$ cat config.mk
export PLATFORM = sky130hd
export DESIGN_NAME = double_to_decimal_chars_flat
export DESIGN_NICKNAME = d
export VERILOG_FILES = /design/src/rtl/core/dtdc_pkg.sv /design/src/rtl/core/dtdc_if.sv /design/src/rtl/core/dtdc_datapath.sv /design/src/rtl/core/dtdc_ctrl.sv /design/src/rtl/core/double_to_decimal_chars.sv /design/src/flat_wrapper.sv
export SDC_FILE = /design/constraint.sdc
export NUM_CORES = 1
export LEC_CHECK = 0
export BUFFER_PORTS_ARGS = -buffer_cell sky130_fd_sc_hd__buf_2
export CORE_ASPECT_RATIO = 1.4
export CORE_MARGIN = 4
export CORE_UTILIZATION = 29
export DETAILED_ROUTE_END_ITERATION = 16
export PLACE_DENSITY = 0.46
export SYNTH_ARGS = -nofsm -noshare
export SYNTH_HDL_FRONTEND = slang
export SYNTH_HIERARCHICAL = 1
export SYNTH_SLANG_ARGS = --single-unit
$ cat constraint.sdc
create_clock -name i_clk -period 7.95 [get_ports i_clk]
set_input_delay 1.59 -clock i_clk [delete_from_list [all_inputs] [get_ports i_clk]]
set_output_delay 1.59 -clock i_clk [all_outputs]
set_load 0.03 [all_outputs]
$ cat src/rtl/core/dtdc_pkg.sv
// Shared constants and types for the double to decimal character converter.
// No dependencies; every other file in rtl/core uses this package.
`default_nettype none

package dtdc_pkg;

    // Field widths of the two channels.
    localparam int VALUE_W = 64;
    localparam int PREC_W  = 5;
    localparam int CHAR_W  = 8;

    // Digits after the point are capped at this count.
    localparam logic [PREC_W-1:0] PREC_MAX = 5'd27;

    // Guard on the number of integer digits found by dividing.
    localparam logic [4:0] INT_LIMIT = 5'd16;

    // Binary64 exponent field values.
    localparam logic [10:0] EXP_ONE   = 11'd1023;  // magnitude 1.0
    localparam logic [10:0] EXP_LIMIT = 11'd1054;  // magnitude 2^31
    localparam logic [11:0] EXP_BIAS  = 12'd1023;

    // Exponent offsets applied after rounding a product or a quotient.
    localparam logic [11:0] EXP_ADJ_MUL = 12'd3;
    localparam logic [11:0] EXP_ADJ_DIV = 12'hFFC;  // minus four

    // ASCII codes.
    localparam logic [CHAR_W-1:0] CH_ZERO  = 8'h30;
    localparam logic [CHAR_W-1:0] CH_POINT = 8'h2E;
    localparam logic [CHAR_W-1:0] CH_MINUS = 8'h2D;
    localparam logic [CHAR_W-1:0] CH_NONE  = 8'h00;

    // Commands from the controller to the datapath.
    typedef struct packed {
        logic load;
        logic div_start;
        logic mul;
        logic round;
        logic sub;
        logic norm;
    } t_dp_cmd;

    // Status from the datapath to the controller.
    typedef struct packed {
        logic              err;
        logic              neg;
        logic              below_one;
        logic              ge_one;
        logic              div_busy;
        logic              norm_done;
        logic [CHAR_W-1:0] digit_char;
    } t_dp_stat;

endpackage

`default_nettype wire

$ cat src/rtl/core/dtdc_if.sv
// Channel interfaces of the converter: input item and result character.
// Depends on dtdc_pkg for the field widths.
`default_nettype none

interface dtdc_in_if;
    logic                          valid;
    logic                          ready;
    logic [dtdc_pkg::VALUE_W-1:0]  value_bits;
    logic [dtdc_pkg::PREC_W-1:0]   precision;

    modport source (output valid, output value_bits, output precision, input ready);
    modport sink   (input valid, input value_bits, input precision, output ready);
endinterface

interface dtdc_out_if;
    logic                          valid;
    logic                          ready;
    logic [dtdc_pkg::CHAR_W-1:0]   character;
    logic                          last;
    logic                          out_of_range;

    modport source (output valid, output character, output last, output out_of_range,
                    input ready);
    modport sink   (input valid, input character, input last, input out_of_range,
                    output ready);
endinterface

`default_nettype wire

$ cat src/rtl/core/dtdc_datapath.sv
// Datapath: working double (mantissa, exponent), iterative divide by ten,
// multiply by ten, round to nearest even, digit extraction and normalizer.
// Depends on dtdc_pkg.
`default_nettype none

module dtdc_datapath (
    input  logic                          i_clk,
    input  logic                          i_rst_n,
    input  dtdc_pkg::t_dp_cmd             i_cmd,
    input  logic [dtdc_pkg::VALUE_W-1:0]  i_value_bits,
    output dtdc_pkg::t_dp_stat            o_stat
);
    import dtdc_pkg::*;

    // Working value is r_m * 2^(r_e - 52) with r_m[52] set, unless r_zero.
    logic [52:0] r_m;
    logic [11:0] r_e;
    logic        r_zero;
    logic        r_neg;
    logic        r_err;
    logic        r_small;

    // Shared wide register: dividend/quotient while dividing, product after multiply.
    logic [63:0] r_dq;
    logic [3:0]  r_rem;
    logic        r_from_div;
    logic        r_div_busy;
    logic [2:0]  r_div_cnt;

    // Input decode.
    logic [10:0] ld_exp;
    logic [51:0] ld_frac;
    assign ld_exp  = i_value_bits[62:52];
    assign ld_frac = i_value_bits[51:0];

    // Eight restoring division steps by ten per cycle.
    logic [63:0] div_dq;
    logic [3:0]  div_rem;
    always_comb begin
        logic [4:0] t5;
        logic       qb;
        div_dq  = r_dq;
        div_rem = r_rem;
        for (int i = 0; i < 8; i++) begin
            t5      = {div_rem, div_dq[63]};
            qb      = (t5 >= 5'd10);
            div_rem = qb ? 4'(t5 - 5'd10) : t5[3:0];
            div_dq  = {div_dq[62:0], qb};
        end
    end

    // Multiply by ten as two shifted adds.
    logic [56:0] mul_p;
    assign mul_p = {1'b0, r_m, 3'b000} + {3'b000, r_m, 1'b0};

    // Round the 57-bit product or quotient to 53 bits, ties to even.
    logic        rnd_top;
    logic [52:0] rnd_keep;
    logic        rnd_guard;
    logic        rnd_sticky;
    logic        rnd_inc;
    logic [53:0] rnd_sum;
    logic        rnd_carry;
    logic [52:0] rnd_m;
    logic [11:0] rnd_e;
    always_comb begin
        rnd_top    = r_dq[56];
        rnd_keep   = rnd_top ? r_dq[56:4] : r_dq[55:3];
        rnd_guard  = rnd_top ? r_dq[3] : r_dq[2];
        rnd_sticky = (rnd_top ? (|r_dq[2:0]) : (|r_dq[1:0])) | (|r_rem);
        rnd_inc    = rnd_guard & (rnd_sticky | rnd_keep[0]);
        rnd_sum    = {1'b0, rnd_keep} + {53'd0, rnd_inc};
        rnd_carry  = rnd_sum[53];
        rnd_m      = rnd_carry ? rnd_sum[53:1] : rnd_sum[52:0];
        rnd_e      = r_e + (r_from_div ? EXP_ADJ_DIV : EXP_ADJ_MUL)
                     + {11'd0, rnd_top} + {11'd0, rnd_carry};
    end

    // Integer digit of a value below sixteen, clamped to nine.
    logic        dig_in_range;
    logic        dig_big;
    logic [3:0]  dig_ip;
    logic [3:0]  dig_d;
    logic [55:0] dig_sub;
    logic [52:0] sub_m;
    always_comb begin
        dig_in_range = !r_zero && !r_e[11] && (r_e[10:2] == 9'd0);
        dig_big      = !r_zero && !r_e[11] && (r_e[10:2] != 9'd0);
        dig_ip       = r_m[52:49] >> (2'd3 - r_e[1:0]);
        if (dig_big) begin
            dig_d = 4'd9;
        end else if (dig_in_range) begin
            dig_d = (dig_ip >= 4'd9) ? 4'd9 : dig_ip;
        end else begin
            dig_d = 4'd0;
        end
        dig_sub = {dig_d, 52'd0} >> r_e[1:0];
        sub_m   = r_m - dig_sub[52:0];
    end

    // One normalizing step: up to eight leading zeros per cycle.
    logic [3:0] nrm_lz;
    always_comb begin
        nrm_lz = 4'd8;
        for (int i = 0; i < 8; i++) begin
            if (r_m[45 + i]) begin
                nrm_lz = 4'(7 - i);
            end
        end
    end

    // Working value and flags.
    always_ff @(posedge i_clk) begin
        if (i_cmd.load) begin
            r_m     <= {1'b1, ld_frac};
            r_e     <= {1'b0, ld_exp} - EXP_BIAS;
            r_zero  <= (ld_exp == 11'd0);
            r_err   <= (ld_exp >= EXP_LIMIT);
            r_neg   <= i_value_bits[63] & ((ld_exp != 11'd0) | (ld_frac != 52'd0));
            r_small <= (ld_exp < EXP_ONE);
        end else if (i_cmd.round) begin
            r_m <= rnd_m;
            r_e <= rnd_e;
        end else if (i_cmd.sub) begin
            if (dig_in_range) begin
                r_m <= sub_m;
                if (sub_m == 53'd0) begin
                    r_zero <= 1'b1;
                end
            end
        end else if (i_cmd.norm) begin
            r_m <= r_m << nrm_lz;
            r_e <= r_e - {8'd0, nrm_lz};
        end
    end

    // Divider and product register.
    always_ff @(posedge i_clk) begin
        if (i_cmd.div_start) begin
            r_dq       <= {4'd0, r_m, 7'd0};
            r_rem      <= 4'd0;
            r_from_div <= 1'b1;
        end else if (i_cmd.mul) begin
            r_dq       <= {7'd0, mul_p};
            r_rem      <= 4'd0;
            r_from_div <= 1'b0;
        end else if (r_div_busy) begin
            r_dq  <= div_dq;
            r_rem <= div_rem;
        end
    end

    // Divider sequencing.
    always_ff @(posedge i_clk) begin
        if (!i_rst_n) begin
            r_div_busy <= 1'b0;
            r_div_cnt  <= 3'd0;
        end else if (i_cmd.div_start) begin
            r_div_busy <= 1'b1;
            r_div_cnt  <= 3'd0;
        end else if (r_div_busy) begin
            r_div_cnt <= r_div_cnt + 3'd1;
            if (r_div_cnt == 3'd7) begin
                r_div_busy <= 1'b0;
            end
        end
    end

    // Status toward the controller.
    always_comb begin
        o_stat.err        = r_err;
        o_stat.neg        = r_neg;
        o_stat.below_one  = r_small;
        o_stat.ge_one     = !r_zero && !r_e[11];
        o_stat.div_busy   = r_div_busy;
        o_stat.norm_done  = r_zero | r_m[52];
        o_stat.digit_char = CH_ZERO + {4'd0, dig_d};
    end

`ifndef SYNTHESIS
    // A division keeps the divider busy until its step counter reaches seven.
    a_div_len: assert property (@(posedge i_clk) disable iff (!i_rst_n)
        i_cmd.div_start |=> ##7 (r_div_busy && r_div_cnt == 3'd7))
        else $error("divider length wrong");

    // The controller never issues work while the divider is running.
    a_div_quiet: assert property (@(posedge i_clk) disable iff (!i_rst_n)
        r_div_busy |-> !(i_cmd.mul || i_cmd.round || i_cmd.sub || i_cmd.div_start))
        else $error("command during division");

    // A normalizing step is only asked for a nonzero unnormalized value.
    a_norm_ok: assert property (@(posedge i_clk) disable iff (!i_rst_n)
        i_cmd.norm |-> (!r_zero && !r_m[52]))
        else $error("bad normalize request");
`endif

endmodule

`default_nettype wire

$ cat src/rtl/core/dtdc_ctrl.sv
// Controller: sequences sign, integer digit count, digit loop and point,
// and holds the result register toward the output channel.
// Depends on dtdc_pkg.
`default_nettype none

module dtdc_ctrl (
    input  logic                         i_clk,
    input  logic                         i_rst_n,
    input  logic                         i_in_valid,
    output logic                         o_in_ready,
    input  logic [dtdc_pkg::PREC_W-1:0]  i_precision,
    output dtdc_pkg::t_dp_cmd            o_cmd,
    input  dtdc_pkg::t_dp_stat           i_stat,
    output logic                         o_out_valid,
    input  logic                         i_out_ready,
    output logic [dtdc_pkg::CHAR_W-1:0]  o_character,
    output logic                         o_last,
    output logic                         o_out_of_range
);
    import dtdc_pkg::*;

    localparam logic [3:0] S_IDLE   = 4'd0;
    localparam logic [3:0] S_CHECK  = 4'd1;
    localparam logic [3:0] S_ERR    = 4'd2;
    localparam logic [3:0] S_SIGN   = 4'd3;
    localparam logic [3:0] S_ZERO   = 4'd4;
    localparam logic [3:0] S_POINT0 = 4'd5;
    localparam logic [3:0] S_DIV    = 4'd6;
    localparam logic [3:0] S_DIVW   = 4'd7;
    localparam logic [3:0] S_DIVC   = 4'd8;
    localparam logic [3:0] S_MUL    = 4'd9;
    localparam logic [3:0] S_RND    = 4'd10;
    localparam logic [3:0] S_DIG    = 4'd11;
    localparam logic [3:0] S_POINT  = 4'd12;
    localparam logic [3:0] S_NORM   = 4'd13;

    logic [3:0]        r_state, n_state;
    logic [PREC_W-1:0] r_prec, n_prec;
    logic [4:0]        r_int, n_int;
    logic [5:0]        r_t, n_t;
    logic              r_out_valid;
    logic [CHAR_W-1:0] r_out_char;
    logic              r_out_last;
    logic              r_out_oor;

    logic              out_free;
    logic [5:0]        total;
    logic              put;
    logic [CHAR_W-1:0] put_char;
    logic              put_last;
    logic              put_oor;

    assign out_free   = !r_out_valid || i_out_ready;
    assign total      = {1'b0, r_int} + {1'b0, r_prec};
    assign o_in_ready = (r_state == S_IDLE);

    // Next state and datapath commands.
    always_comb begin
        n_state  = r_state;
        n_prec   = r_prec;
        n_int    = r_int;
        n_t      = r_t;
        o_cmd    = '0;
        put      = 1'b0;
        put_char = CH_NONE;
        put_last = 1'b0;
        put_oor  = 1'b0;
        case (r_state)
            S_IDLE: begin
                if (i_in_valid) begin
                    o_cmd.load = 1'b1;
                    n_prec     = (i_precision > PREC_MAX) ? PREC_MAX : i_precision;
                    n_int      = 5'd0;
                    n_t        = 6'd0;
                    n_state    = S_CHECK;
                end
            end
            S_CHECK: begin
                if (i_stat.err) begin
                    n_state = S_ERR;
                end else if (i_stat.neg) begin
                    n_state = S_SIGN;
                end else if (i_stat.below_one) begin
                    n_state = S_ZERO;
                end else begin
                    n_state = S_DIV;
                end
            end
            S_ERR: begin
                if (out_free) begin
                    put      = 1'b1;
                    put_last = 1'b1;
                    put_oor  = 1'b1;
                    n_state  = S_IDLE;
                end
            end
            S_SIGN: begin
                if (out_free) begin
                    put      = 1'b1;
                    put_char = CH_MINUS;
                    n_state  = i_stat.below_one ? S_ZERO : S_DIV;
                end
            end
            S_ZERO: begin
                if (out_free) begin
                    put      = 1'b1;
                    put_char = CH_ZERO;
                    put_last = (r_prec == '0);
                    n_state  = (r_prec == '0) ? S_IDLE : S_POINT0;
                end
            end
            S_POINT0: begin
                if (out_free) begin
                    put      = 1'b1;
                    put_char = CH_POINT;
                    n_state  = S_MUL;
                end
            end
            S_DIV: begin
                o_cmd.div_start = 1'b1;
                n_int           = r_int + 5'd1;
                n_state         = S_DIVW;
            end
            S_DIVW: begin
                if (!i_stat.div_busy) begin
                    o_cmd.round = 1'b1;
                    n_state     = S_DIVC;
                end
            end
            S_DIVC: begin
                n_state = (i_stat.ge_one && r_int < INT_LIMIT) ? S_DIV : S_MUL;
            end
            S_MUL: begin
                o_cmd.mul = 1'b1;
                n_state   = S_RND;
            end
            S_RND: begin
                o_cmd.round = 1'b1;
                n_state     = S_DIG;
            end
            S_DIG: begin
                if (out_free) begin
                    put       = 1'b1;
                    put_char  = i_stat.digit_char;
                    put_last  = (r_t + 6'd1 == total);
                    o_cmd.sub = 1'b1;
                    n_t       = r_t + 6'd1;
                    if (r_t + 6'd1 == total) begin
                        n_state = S_IDLE;
                    end else if (r_t + 6'd1 == {1'b0, r_int} && r_prec != '0) begin
                        n_state = S_POINT;
                    end else begin
                        n_state = S_NORM;
                    end
                end
            end
            S_POINT: begin
                if (out_free) begin
                    put      = 1'b1;
                    put_char = CH_POINT;
                    n_state  = S_NORM;
                end
            end
            S_NORM: begin
                if (i_stat.norm_done) begin
                    n_state = S_MUL;
                end else begin
                    o_cmd.norm = 1'b1;
                end
            end
            default: begin
                n_state = S_IDLE;
            end
        endcase
    end

    // Control registers.
    always_ff @(posedge i_clk) begin
        if (!i_rst_n) begin
            r_state     <= S_IDLE;
            r_out_valid <= 1'b0;
        end else begin
            r_state <= n_state;
            if (put) begin
                r_out_valid <= 1'b1;
            end else if (i_out_ready) begin
                r_out_valid <= 1'b0;
            end
        end
    end

    // Counters and result payload.
    always_ff @(posedge i_clk) begin
        r_prec <= n_prec;
        r_int  <= n_int;
        r_t    <= n_t;
        if (put) begin
            r_out_char <= put_char;
            r_out_last <= put_last;
            r_out_oor  <= put_oor;
        end
    end

    assign o_out_valid    = r_out_valid;
    assign o_character    = r_out_char;
    assign o_last         = r_out_last;
    assign o_out_of_range = r_out_oor;

`ifndef SYNTHESIS
    // An error item is a single last character of code zero.
    a_err_item: assert property (@(posedge i_clk) disable iff (!i_rst_n)
        (r_out_valid && r_out_oor) |-> (r_out_last && r_out_char == CH_NONE))
        else $error("malformed error item");

    // The digit loop never runs past the requested count.
    a_digit_cnt: assert property (@(posedge i_clk) disable iff (!i_rst_n)
        (r_state == S_DIG) |-> (r_t < total))
        else $error("digit count overrun");

    // A magnitude below 2^31 has at most ten integer digits.
    a_int_cnt: assert property (@(posedge i_clk) disable iff (!i_rst_n)
        (r_state != S_IDLE) |-> (r_int <= 5'd10))
        else $error("too many integer digits");

    // An accepted item always moves the controller on to decode.
    a_accept: assert property (@(posedge i_clk) disable iff (!i_rst_n)
        (r_state == S_IDLE && i_in_valid) |=> (r_state == S_CHECK))
        else $error("accept did not start conversion");
`endif

endmodule

`default_nettype wire

$ cat src/rtl/core/double_to_decimal_chars.sv
// Double to decimal characters: input item is a binary64 value and a
// precision; results are ASCII characters of its truncated decimal text.
//
// Channels: i_in carries value_bits and precision; o_out carries one
// character per item with last on the final one, or a single item with
// out_of_range set and character zero for NaN, infinity or |x| >= 2^31.
// Both use valid/ready; an item moves on a clock edge with both high.
// One conversion is in flight at a time. After acceptance each integer
// digit takes a divide by ten (eight quotient bits per cycle) followed by
// rounding, and each output digit takes a multiply by ten, rounding,
// emission and renormalization (up to eight bit positions per cycle);
// the point is emitted as one more character where it follows.
// Input ready is high only while idle; it returns as soon as the last
// character is loaded into the output register, even if that character
// is still waiting to be taken.
// A stalled receiver freezes the conversion; no character is lost.
// Reset (synchronous, active low) returns the controller to idle and
// empties the output register.
// Depends on dtdc_pkg, dtdc_if, dtdc_datapath and dtdc_ctrl.
`default_nettype none

module double_to_decimal_chars (
    input  logic          i_clk,
    input  logic          i_rst_n,
    dtdc_in_if.sink       i_in,
    dtdc_out_if.source    o_out
);
    import dtdc_pkg::*;

    t_dp_cmd  cmd;
    t_dp_stat stat;

    // Arithmetic on the working double.
    dtdc_datapath u_datapath (
        .i_clk        (i_clk),
        .i_rst_n      (i_rst_n),
        .i_cmd        (cmd),
        .i_value_bits (i_in.value_bits),
        .o_stat       (stat)
    );

    // Sequencing and output register.
    dtdc_ctrl u_ctrl (
        .i_clk          (i_clk),
        .i_rst_n        (i_rst_n),
        .i_in_valid     (i_in.valid),
        .o_in_ready     (i_in.ready),
        .i_precision    (i_in.precision),
        .o_cmd          (cmd),
        .i_stat         (stat),
        .o_out_valid    (o_out.valid),
        .i_out_ready    (o_out.ready),
        .o_character    (o_out.character),
        .o_last         (o_out.last),
        .o_out_of_range (o_out.out_of_range)
    );

endmodule

`default_nettype wire
$ cat src/flat_wrapper.sv
// flat-port wrapper written by rule: the top's interface ports become plain ports
module double_to_decimal_chars_flat import dtdc_pkg::*;
  (i_clk, i_rst_n, i_in_valid, i_in_value_bits, i_in_precision, i_in_ready, o_out_valid, o_out_character, o_out_last, o_out_out_of_range, o_out_ready);
  dtdc_in_if i_in_i ();
  dtdc_out_if o_out_i ();
  input  logic i_clk;
  input  logic i_rst_n;
  input wire logic [$bits(i_in_i.valid)-1:0] i_in_valid;
  input wire logic [$bits(i_in_i.value_bits)-1:0] i_in_value_bits;
  input wire logic [$bits(i_in_i.precision)-1:0] i_in_precision;
  output wire logic [$bits(i_in_i.ready)-1:0] i_in_ready;
  output wire logic [$bits(o_out_i.valid)-1:0] o_out_valid;
  output wire logic [$bits(o_out_i.character)-1:0] o_out_character;
  output wire logic [$bits(o_out_i.last)-1:0] o_out_last;
  output wire logic [$bits(o_out_i.out_of_range)-1:0] o_out_out_of_range;
  input wire logic [$bits(o_out_i.ready)-1:0] o_out_ready;
  assign i_in_i.valid = i_in_valid;
  assign i_in_i.value_bits = i_in_value_bits;
  assign i_in_i.precision = i_in_precision;
  assign i_in_ready = i_in_i.ready;
  assign o_out_valid = o_out_i.valid;
  assign o_out_character = o_out_i.character;
  assign o_out_last = o_out_i.last;
  assign o_out_out_of_range = o_out_i.out_of_range;
  assign o_out_i.ready = o_out_ready;
  double_to_decimal_chars u_core (.i_clk(i_clk), .i_rst_n(i_rst_n), .i_in(i_in_i), .o_out(o_out_i));
endmodule
Word level (Yosys, flattened, before mapping) --
Index checks and enable logic that the tools add are counted.
Operators by class: add/subtract/negate cells 22, order comparisons 13, eq/ne operators 29, shift operators 3, multiplexer cells 87, bitwise logic cells 7, reduce and logical (&&, ||, !) cells 44
Operator list (count):
- two-way mux 53 bit | 6
- two-way mux 60 bit | 3
- two-way mux 4 bit | 30
- two-way mux 12 bit | 5
- adder 56 x 54 -> 57 bit | 1
- one-hot mux 4 bit (14 select lines) | 1
- >> shifter 56 x 2 -> 53 bit | 1
- adder 53 x 1 -> 54 bit | 1
- logical NOT 53 bit | 1
- left shift 53 x 4 -> 53 bit | 1
- subtractor 53 bit | 1
- two-way mux 52 bit | 1
- nonzero test 52 bit | 1
- greater-or-equal comparator 5 x 4 -> 1 bit (second input constant) | 8
- one-hot mux 8 bit (4 select lines) | 1
- subtractor 4 bit (second input constant) | 8
- two-way mux 6 bit | 5
- two-way mux 1 bit | 25
- adder 12 x 1 -> 12 bit | 2
- == test 4 bit (second input constant) | 6
- == test 4 x 3 -> 1 bit (second input constant) | 4
- != test 2 bit (second input constant) | 8
- nonzero test 2 bit | 7
- adder 12 bit | 1
- other kinds (54) | 77
Storage, ports and cells: register bits after elaboration 173, input port bits 73, logic and storage cells 227

Longest topological paths before layout --
depth in word-level cells 18, depth in mapped cells 41, gate-level depth less buffers 39

By module --
Netlist, hierarchy kept.
Modules (own cells, without submodules):
- dtdc_datapath | times used 1, cells each 2111, area an instance 16962.5 um^2, seq. area each 4053.9 um^2
- dtdc_ctrl | times used 1, cells each 221, area an instance 2070.7 um^2, seq. area each 880.8 um^2

Worst setup path after synthesis --
OpenSTA, ideal clock, no wires.
kind reg-to-reg, from register u_core.u_datapath.r_rem[1], to register u_core.u_datapath.r_dq[0], library setup time 0.146 ns, arrival 7.164 ns, data required time 7.804 ns, setup slack 0.640 ns, cell stages (with the launch flop) 41, period minus slack after synthesis 7.310 ns, cell sequence dfxtp_1 -> inv_1 -> ha_1 -> buf_4 -> nand2b_1 -> a21oi_1 -> nor2_1 -> ha_1 -> nor3b_1 -> o31ai_2 -> a21oi_1 -> o21bai_1 -> inv_1 -> ha_1 -> o21a_1 -> mux2_2 -> inv_1 -> ha_1 -> [... 5 more ...] -> o31ai_1 -> a41oi_1 -> a21oi_1 -> a2bb2oi_1 -> ha_1 -> or2_2 -> o221a_2 -> nor2_1 -> nor2_1 -> ha_1 -> o31ai_1 -> a31oi_1 -> a211oi_1 -> o21a_1 -> ha_1 -> o31ai_1 -> o31ai_1 -> a31oi_1
Between the ends: longest elaborated chain between the ends 17, elaborated cells between the ends (all ways) 24
RTL lines:
- start: declaration | RTL line dtdc_datapath.sv:25 | logic [3:0] r_rem;
- start signal: assignment | RTL line dtdc_datapath.sv:149 | r_rem <= div_rem;
- subtractor 4 bit or greater-or-equal comparator 5 x 4 -> 1 bit (tied branches) | RTL line dtdc_datapath.sv:47, dtdc_datapath.sv:46
- two-way mux 4 bit * | RTL line dtdc_datapath.sv:47 | div_rem = qb ? 4'(t5 - 5'd10) : t5[3:0];
- subtractor 4 bit or greater-or-equal comparator 5 x 4 -> 1 bit (tied branches) | RTL line dtdc_datapath.sv:47, dtdc_datapath.sv:46
- two-way mux 4 bit * | RTL line dtdc_datapath.sv:47
- greater-or-equal comparator 5 x 4 -> 1 bit or subtractor 4 bit (tied branches) | RTL line dtdc_datapath.sv:46, dtdc_datapath.sv:47
- two-way mux 4 bit * | RTL line dtdc_datapath.sv:47
- subtractor 4 bit or greater-or-equal comparator 5 x 4 -> 1 bit (tied branches) | RTL line dtdc_datapath.sv:47, dtdc_datapath.sv:46
- two-way mux 4 bit * | RTL line dtdc_datapath.sv:47
- subtractor 4 bit or greater-or-equal comparator 5 x 4 -> 1 bit (tied branches) | RTL line dtdc_datapath.sv:47, dtdc_datapath.sv:46
- two-way mux 4 bit * | RTL line dtdc_datapath.sv:47
- subtractor 4 bit or greater-or-equal comparator 5 x 4 -> 1 bit (tied branches) | RTL line dtdc_datapath.sv:47, dtdc_datapath.sv:46
- two-way mux 4 bit * | RTL line dtdc_datapath.sv:47
- greater-or-equal comparator 5 x 4 -> 1 bit or subtractor 4 bit (tied branches) | RTL line dtdc_datapath.sv:46, dtdc_datapath.sv:47
- two-way mux 4 bit * | RTL line dtdc_datapath.sv:47
- greater-or-equal comparator 5 x 4 -> 1 bit * | RTL line dtdc_datapath.sv:46 | qb = (t5 >= 5'd10);
- two-way mux 60 bit * | RTL line dtdc_datapath.sv:147 | end else if (r_div_busy) begin
- two-way mux 60 bit * | RTL line dtdc_datapath.sv:143 | end else if (i_cmd.mul) begin
- end signal: assignment | RTL line dtdc_datapath.sv:140 | r_dq <= {4'd0, r_m, 7'd0};
- end signal: assignment | RTL line dtdc_datapath.sv:144 | r_dq <= {7'd0, mul_p};
- end signal: assignment | RTL line dtdc_datapath.sv:148 | r_dq <= div_dq;
- end: declaration | RTL line dtdc_datapath.sv:24 | logic [63:0] r_dq;
Every way passes the cells marked *; elsewhere a longest branch is shown, timed or not. The select of a mux whose other input is x is not followed. A chain may end at the register's enable or synchronous reset.

Worst setup path in the final report --
Same ends and word-level chain as after synthesis.

==> impl_metrics.csv <==
group,metric,value,unit
run_status,status,"finished, final reports clean",
yosys,synth-seq-area-share,25.9,%
floorplan,die_x,225,um
pwr,ir_worst_vdd,0.000563,V
cts,numCtsBuffers,17,
cts,path_clk_slew,70,ps
yosys,synth_top_family_by_area,"compound AO/OA/AOI/OAI gates",
yosys,synth.cell_area,19000,um^2
yosys,synth_edf_count,147,
worst_setup_path,cpPeakStageDelay,380,ps
floorplan,die_area,69900,um^2
worst_setup_path,required,8300,ps
sta,timing.max_slew.rel_slack,26.5,%
finish,nNetsFinal,2491,
finish,antenna_cells,0,
floorplan,initial_core_util,29.4,%
finish,regArea,4940,um^2
pwr,p_seq_share,19.0,%
detailed_routing,avgViaCountPerCell,5.72,
yosys,synthCells,2332,
cts,clock-root-buffer,"clkbuf_16",
detailed_routing,drt_wl_total,71600,um
hold_path,hp-class,"flop to flop",
floorplan,io_pins,85,
yosys,synth.area.mux_share,11.2,%
yosys,synth_seq_cells,173,
yosys,synth_compound_area_share,24.6,%
finish,area_growth,9.66,%
yosys,synth_xor_area_share,7.21,%
yosys,synthFlopType,"edfxtp_1",
pwr,power_density,357,nW/um^2
detailed_routing,first_pass_iters,5,
finish,stdcell_count,3166,
pwr,swShare,49.5,%
sta,hold_violations,0,
placed_design,port_buffers,84,
pwr,p_comb_share,69.1,%
sta,worst_slew_pin_slew,1100,ps
placed_design,gp_congestion,0.879,
run,drv_cap,0,
worst_setup_path,critical_path_class,"flop to flop",
worst_setup_path,crit_fanout,8,
yosys,yosysTopAreaCellShare,23.2,%
finish,n_fill_cell,6948,
finish,multi_input_area,13200,um^2
detailed_routing,num_vias,18100,
sta,fin_crit_sh,95.1,%
worst_setup_path,worstSetupStartpointType,"flop",
cts,cts_num_sinks,173,
sta,setup_viol,0,
global_routing,grtUsageTotal,19.9,%
pwr,p_switching,3.69,mW
detailed_routing,ant_nets,0,
pwr,power,7.45,mW
placed_design,dp_cells,3131,
finish,drive_gt1_share,10.4,%
worst_setup_path,end_kind,"flop",
pwr,internal-power,3.76,mW
floorplan,core_area,64700,um^2
cts,htreeDepth,4,
detailed_routing,wl_per_cell,22.6,um
yosys,yosysUniqueCellTypes,94,
worst_setup_path,crit_path_frequent_cell,"o31ai_1",
yosys,synth_area_per_cell,8.16,um^2
detailed_routing,drt_iter0_markers,1671,
worst_setup_path,critPathArrivalTime,7910,ps
sta,slew_viol_final,0,
floorplan,rows,110,
placed_design,dpl.hpwl,53600,um
sta,fmax,132,MHz
cts,holdBufCountCts,0,
global_routing,grt_max_degree,90,
global_routing,overflow,0,
cts,insertion_delay,500,ps
yosys,yosys.area_share.simple,18.3,%
sta,fin_skew,15.8,ps
global_routing,grt_pass1_vias,17600,
yosys,async_reset_ff_share,0,%
yosys,synthAdderAreaFrac,7.10,%
cts,cts_tree,"done",
cts,clockBufferDepth,2,
pwr,pwr-share-clk,11.9,%
yosys,synth_top_area_cell,"edfxtp_1",
pwr,p_leak,7.54,nW
detailed_routing,drc_errors,0,
global_routing,antenna_found_initial,0,
global_routing,grt_pass1_wl,108000,um
yosys,yosys_warnings,6,
worst_setup_path,crit_path_top_delay_cell,"dfxtp_2",
sta,fin_crit,7560,ps
yosys,synth.area.top_cells,"edfxtp_1 (23%), mux2i_1 (9.8%), ha_1 (6.6%)",
floorplan,die_y,311,um
-- critical path: cells and delay by family (launching register included) --
family | cells | cell delay (ps)
compound gates | 19 | 3220
fa+ha+maj | 8 | 1760
simple gates | 7 | 1420
flops | 1 | 380
mux | 1 | 320
buf+inv | 3 | 290
-- sequential cells by signal (all words and copies together), names as in the netlist --
signal,cells
u_core/u_ctrl/o_character,8
u_core/u_ctrl/o_last,1
u_core/u_ctrl/o_out_of_range,1
u_core/u_ctrl/o_out_valid,1
u_core/u_ctrl/r_int,5
u_core/u_ctrl/r_prec,5
u_core/u_ctrl/r_state,4
u_core/u_ctrl/r_t,6
u_core/u_datapath/r_div_busy,1
u_core/u_datapath/r_div_cnt,3
u_core/u_datapath/r_dq,64
u_core/u_datapath/r_e,12
u_core/u_datapath/r_err,1
u_core/u_datapath/r_from_div,1
u_core/u_datapath/r_m,53
u_core/u_datapath/r_neg,1
u_core/u_datapath/r_rem,4
u_core/u_datapath/r_small,1
u_core/u_datapath/r_zero,1
-- through the flow --
stage | hold WS [ps] | utilization [%] | worst slack (ps) | setup TNS, ps | instance area [um^2]
after global routing | 573 | 32.3 | -23.2 | -30.9 | 20900
after floorplan | 465 | - | 640 | 0 | 19000
after CTS | 521 | 32.1 | 35.8 | 0 | 20800
after global placement | 478 | 31.2 | 102 | 0 | 20200
after detailed placement | 505 | 31.2 | -285 | -901 | 20200
final | 518 | 32.3 | 387 | 0 | 20900
-- cells in the final DEF, fill, tap and decap left out, drive strengths merged, types with 10 or more instances in the layout --
cell type and instances:
dfxtp 26, a22oi 11, nor3b 15, buf 119, edfxtp 147, o21a 13
clkbuf 19, or3 11, and2 21, nor4 39, nor2 176, a211oi 58
ha 100, a2111oi 10, xor2 72, a221oi 22, a311oi 24, mux2i 187
nor2b 37, nand4 25, o31ai 16, o21bai 21, o21ai 148, nand2 193
and3 28, inv 114, xnor2 82, mux2 23, a21o 46, nand2b 24
a21oi 215, nor3 41, nand3 65, a31oi 19
-- power by group through the flow --
| stage | clock (mW) | sequential, mW | combinational, mW |
|---|---|---|---|
| after floorplan | 0 | 1.27 | 3.74 |
| after global placement | 0 | 1.43 | 4.55 |
| after detailed placement | 0 | 1.43 | 4.68 |
| after CTS | 0.913 | 1.41 | 4.80 |
| after global routing | 0.943 | 1.43 | 5.62 |
| final | 0.887 | 1.42 | 5.14 |
-- Yosys cell counts (all sizes together), types with 41 or more instances --
master / n
nand2: 193
mux2i: 187
edfxtp: 147
xnor2: 82
nor2: 176
nand3: 65
xor2: 72
a21o: 46
inv: 110
o21ai: 148
ha: 100
a211oi: 58
clkbuf: 122
nor3: 41
a21oi: 215
-- area by class of cell --
type                            count  area share (%)
Clock buffer                       19            2.07
Inverter                          113            2.05
Clock inverter                     13           0.665
Timing Repair Buffer              119            3.27
Tap cell                          840            5.04
Multi-Input combinational cell   1889            63.2
Sequential cell                   173            23.7
-- cells by family (layout without fill, tap and decap cells) --
group,count (synthesis),in the layout
multiplexers,210,210
AO/OA/AOI/OAI,705,705
flip-flops,173,173
buffers and inverters,272,264
AND/OR/NAND/NOR,710,710
XOR/XNOR,155,155
other,2,4
adder cells (fa/ha/maj),105,105
-- final timing paths --
path                                         end  slack, ps                           start  depth (start not counted)
hold reg to reg   u_core/u_datapath/r_div_cnt[2]        520  u_core/u_datapath/r_div_cnt[2]                          2
setup / recovery       u_core/u_datapath/r_dq[0]        390      u_core/u_datapath/r_rem[1]                         38
hold / removal    u_core/u_datapath/r_div_cnt[2]        520  u_core/u_datapath/r_div_cnt[2]                          2
setup reg to reg       u_core/u_datapath/r_dq[0]        390      u_core/u_datapath/r_rem[1]                         38
-- per-layer routing --
metal / track usage [%] / wire, um / vias up
li1: - / - / 8635
met1: 24.6 / 29900 / 8798
met2: 34.6 / 35600 / 556
met3: 2.91 / 3130 / 113
met4: 8.11 / 3050 / 0
met5: 0 / 0 / -
-- what timing repair did --
item                                    in CTS  in global routing
pin swaps                                    0                  9
gates resized for setup                      6                 17
endpoints found under the setup margin       4                  4
buffers inserted                             0                  3
No activity file was read; power rests on OpenSTA's default activity.
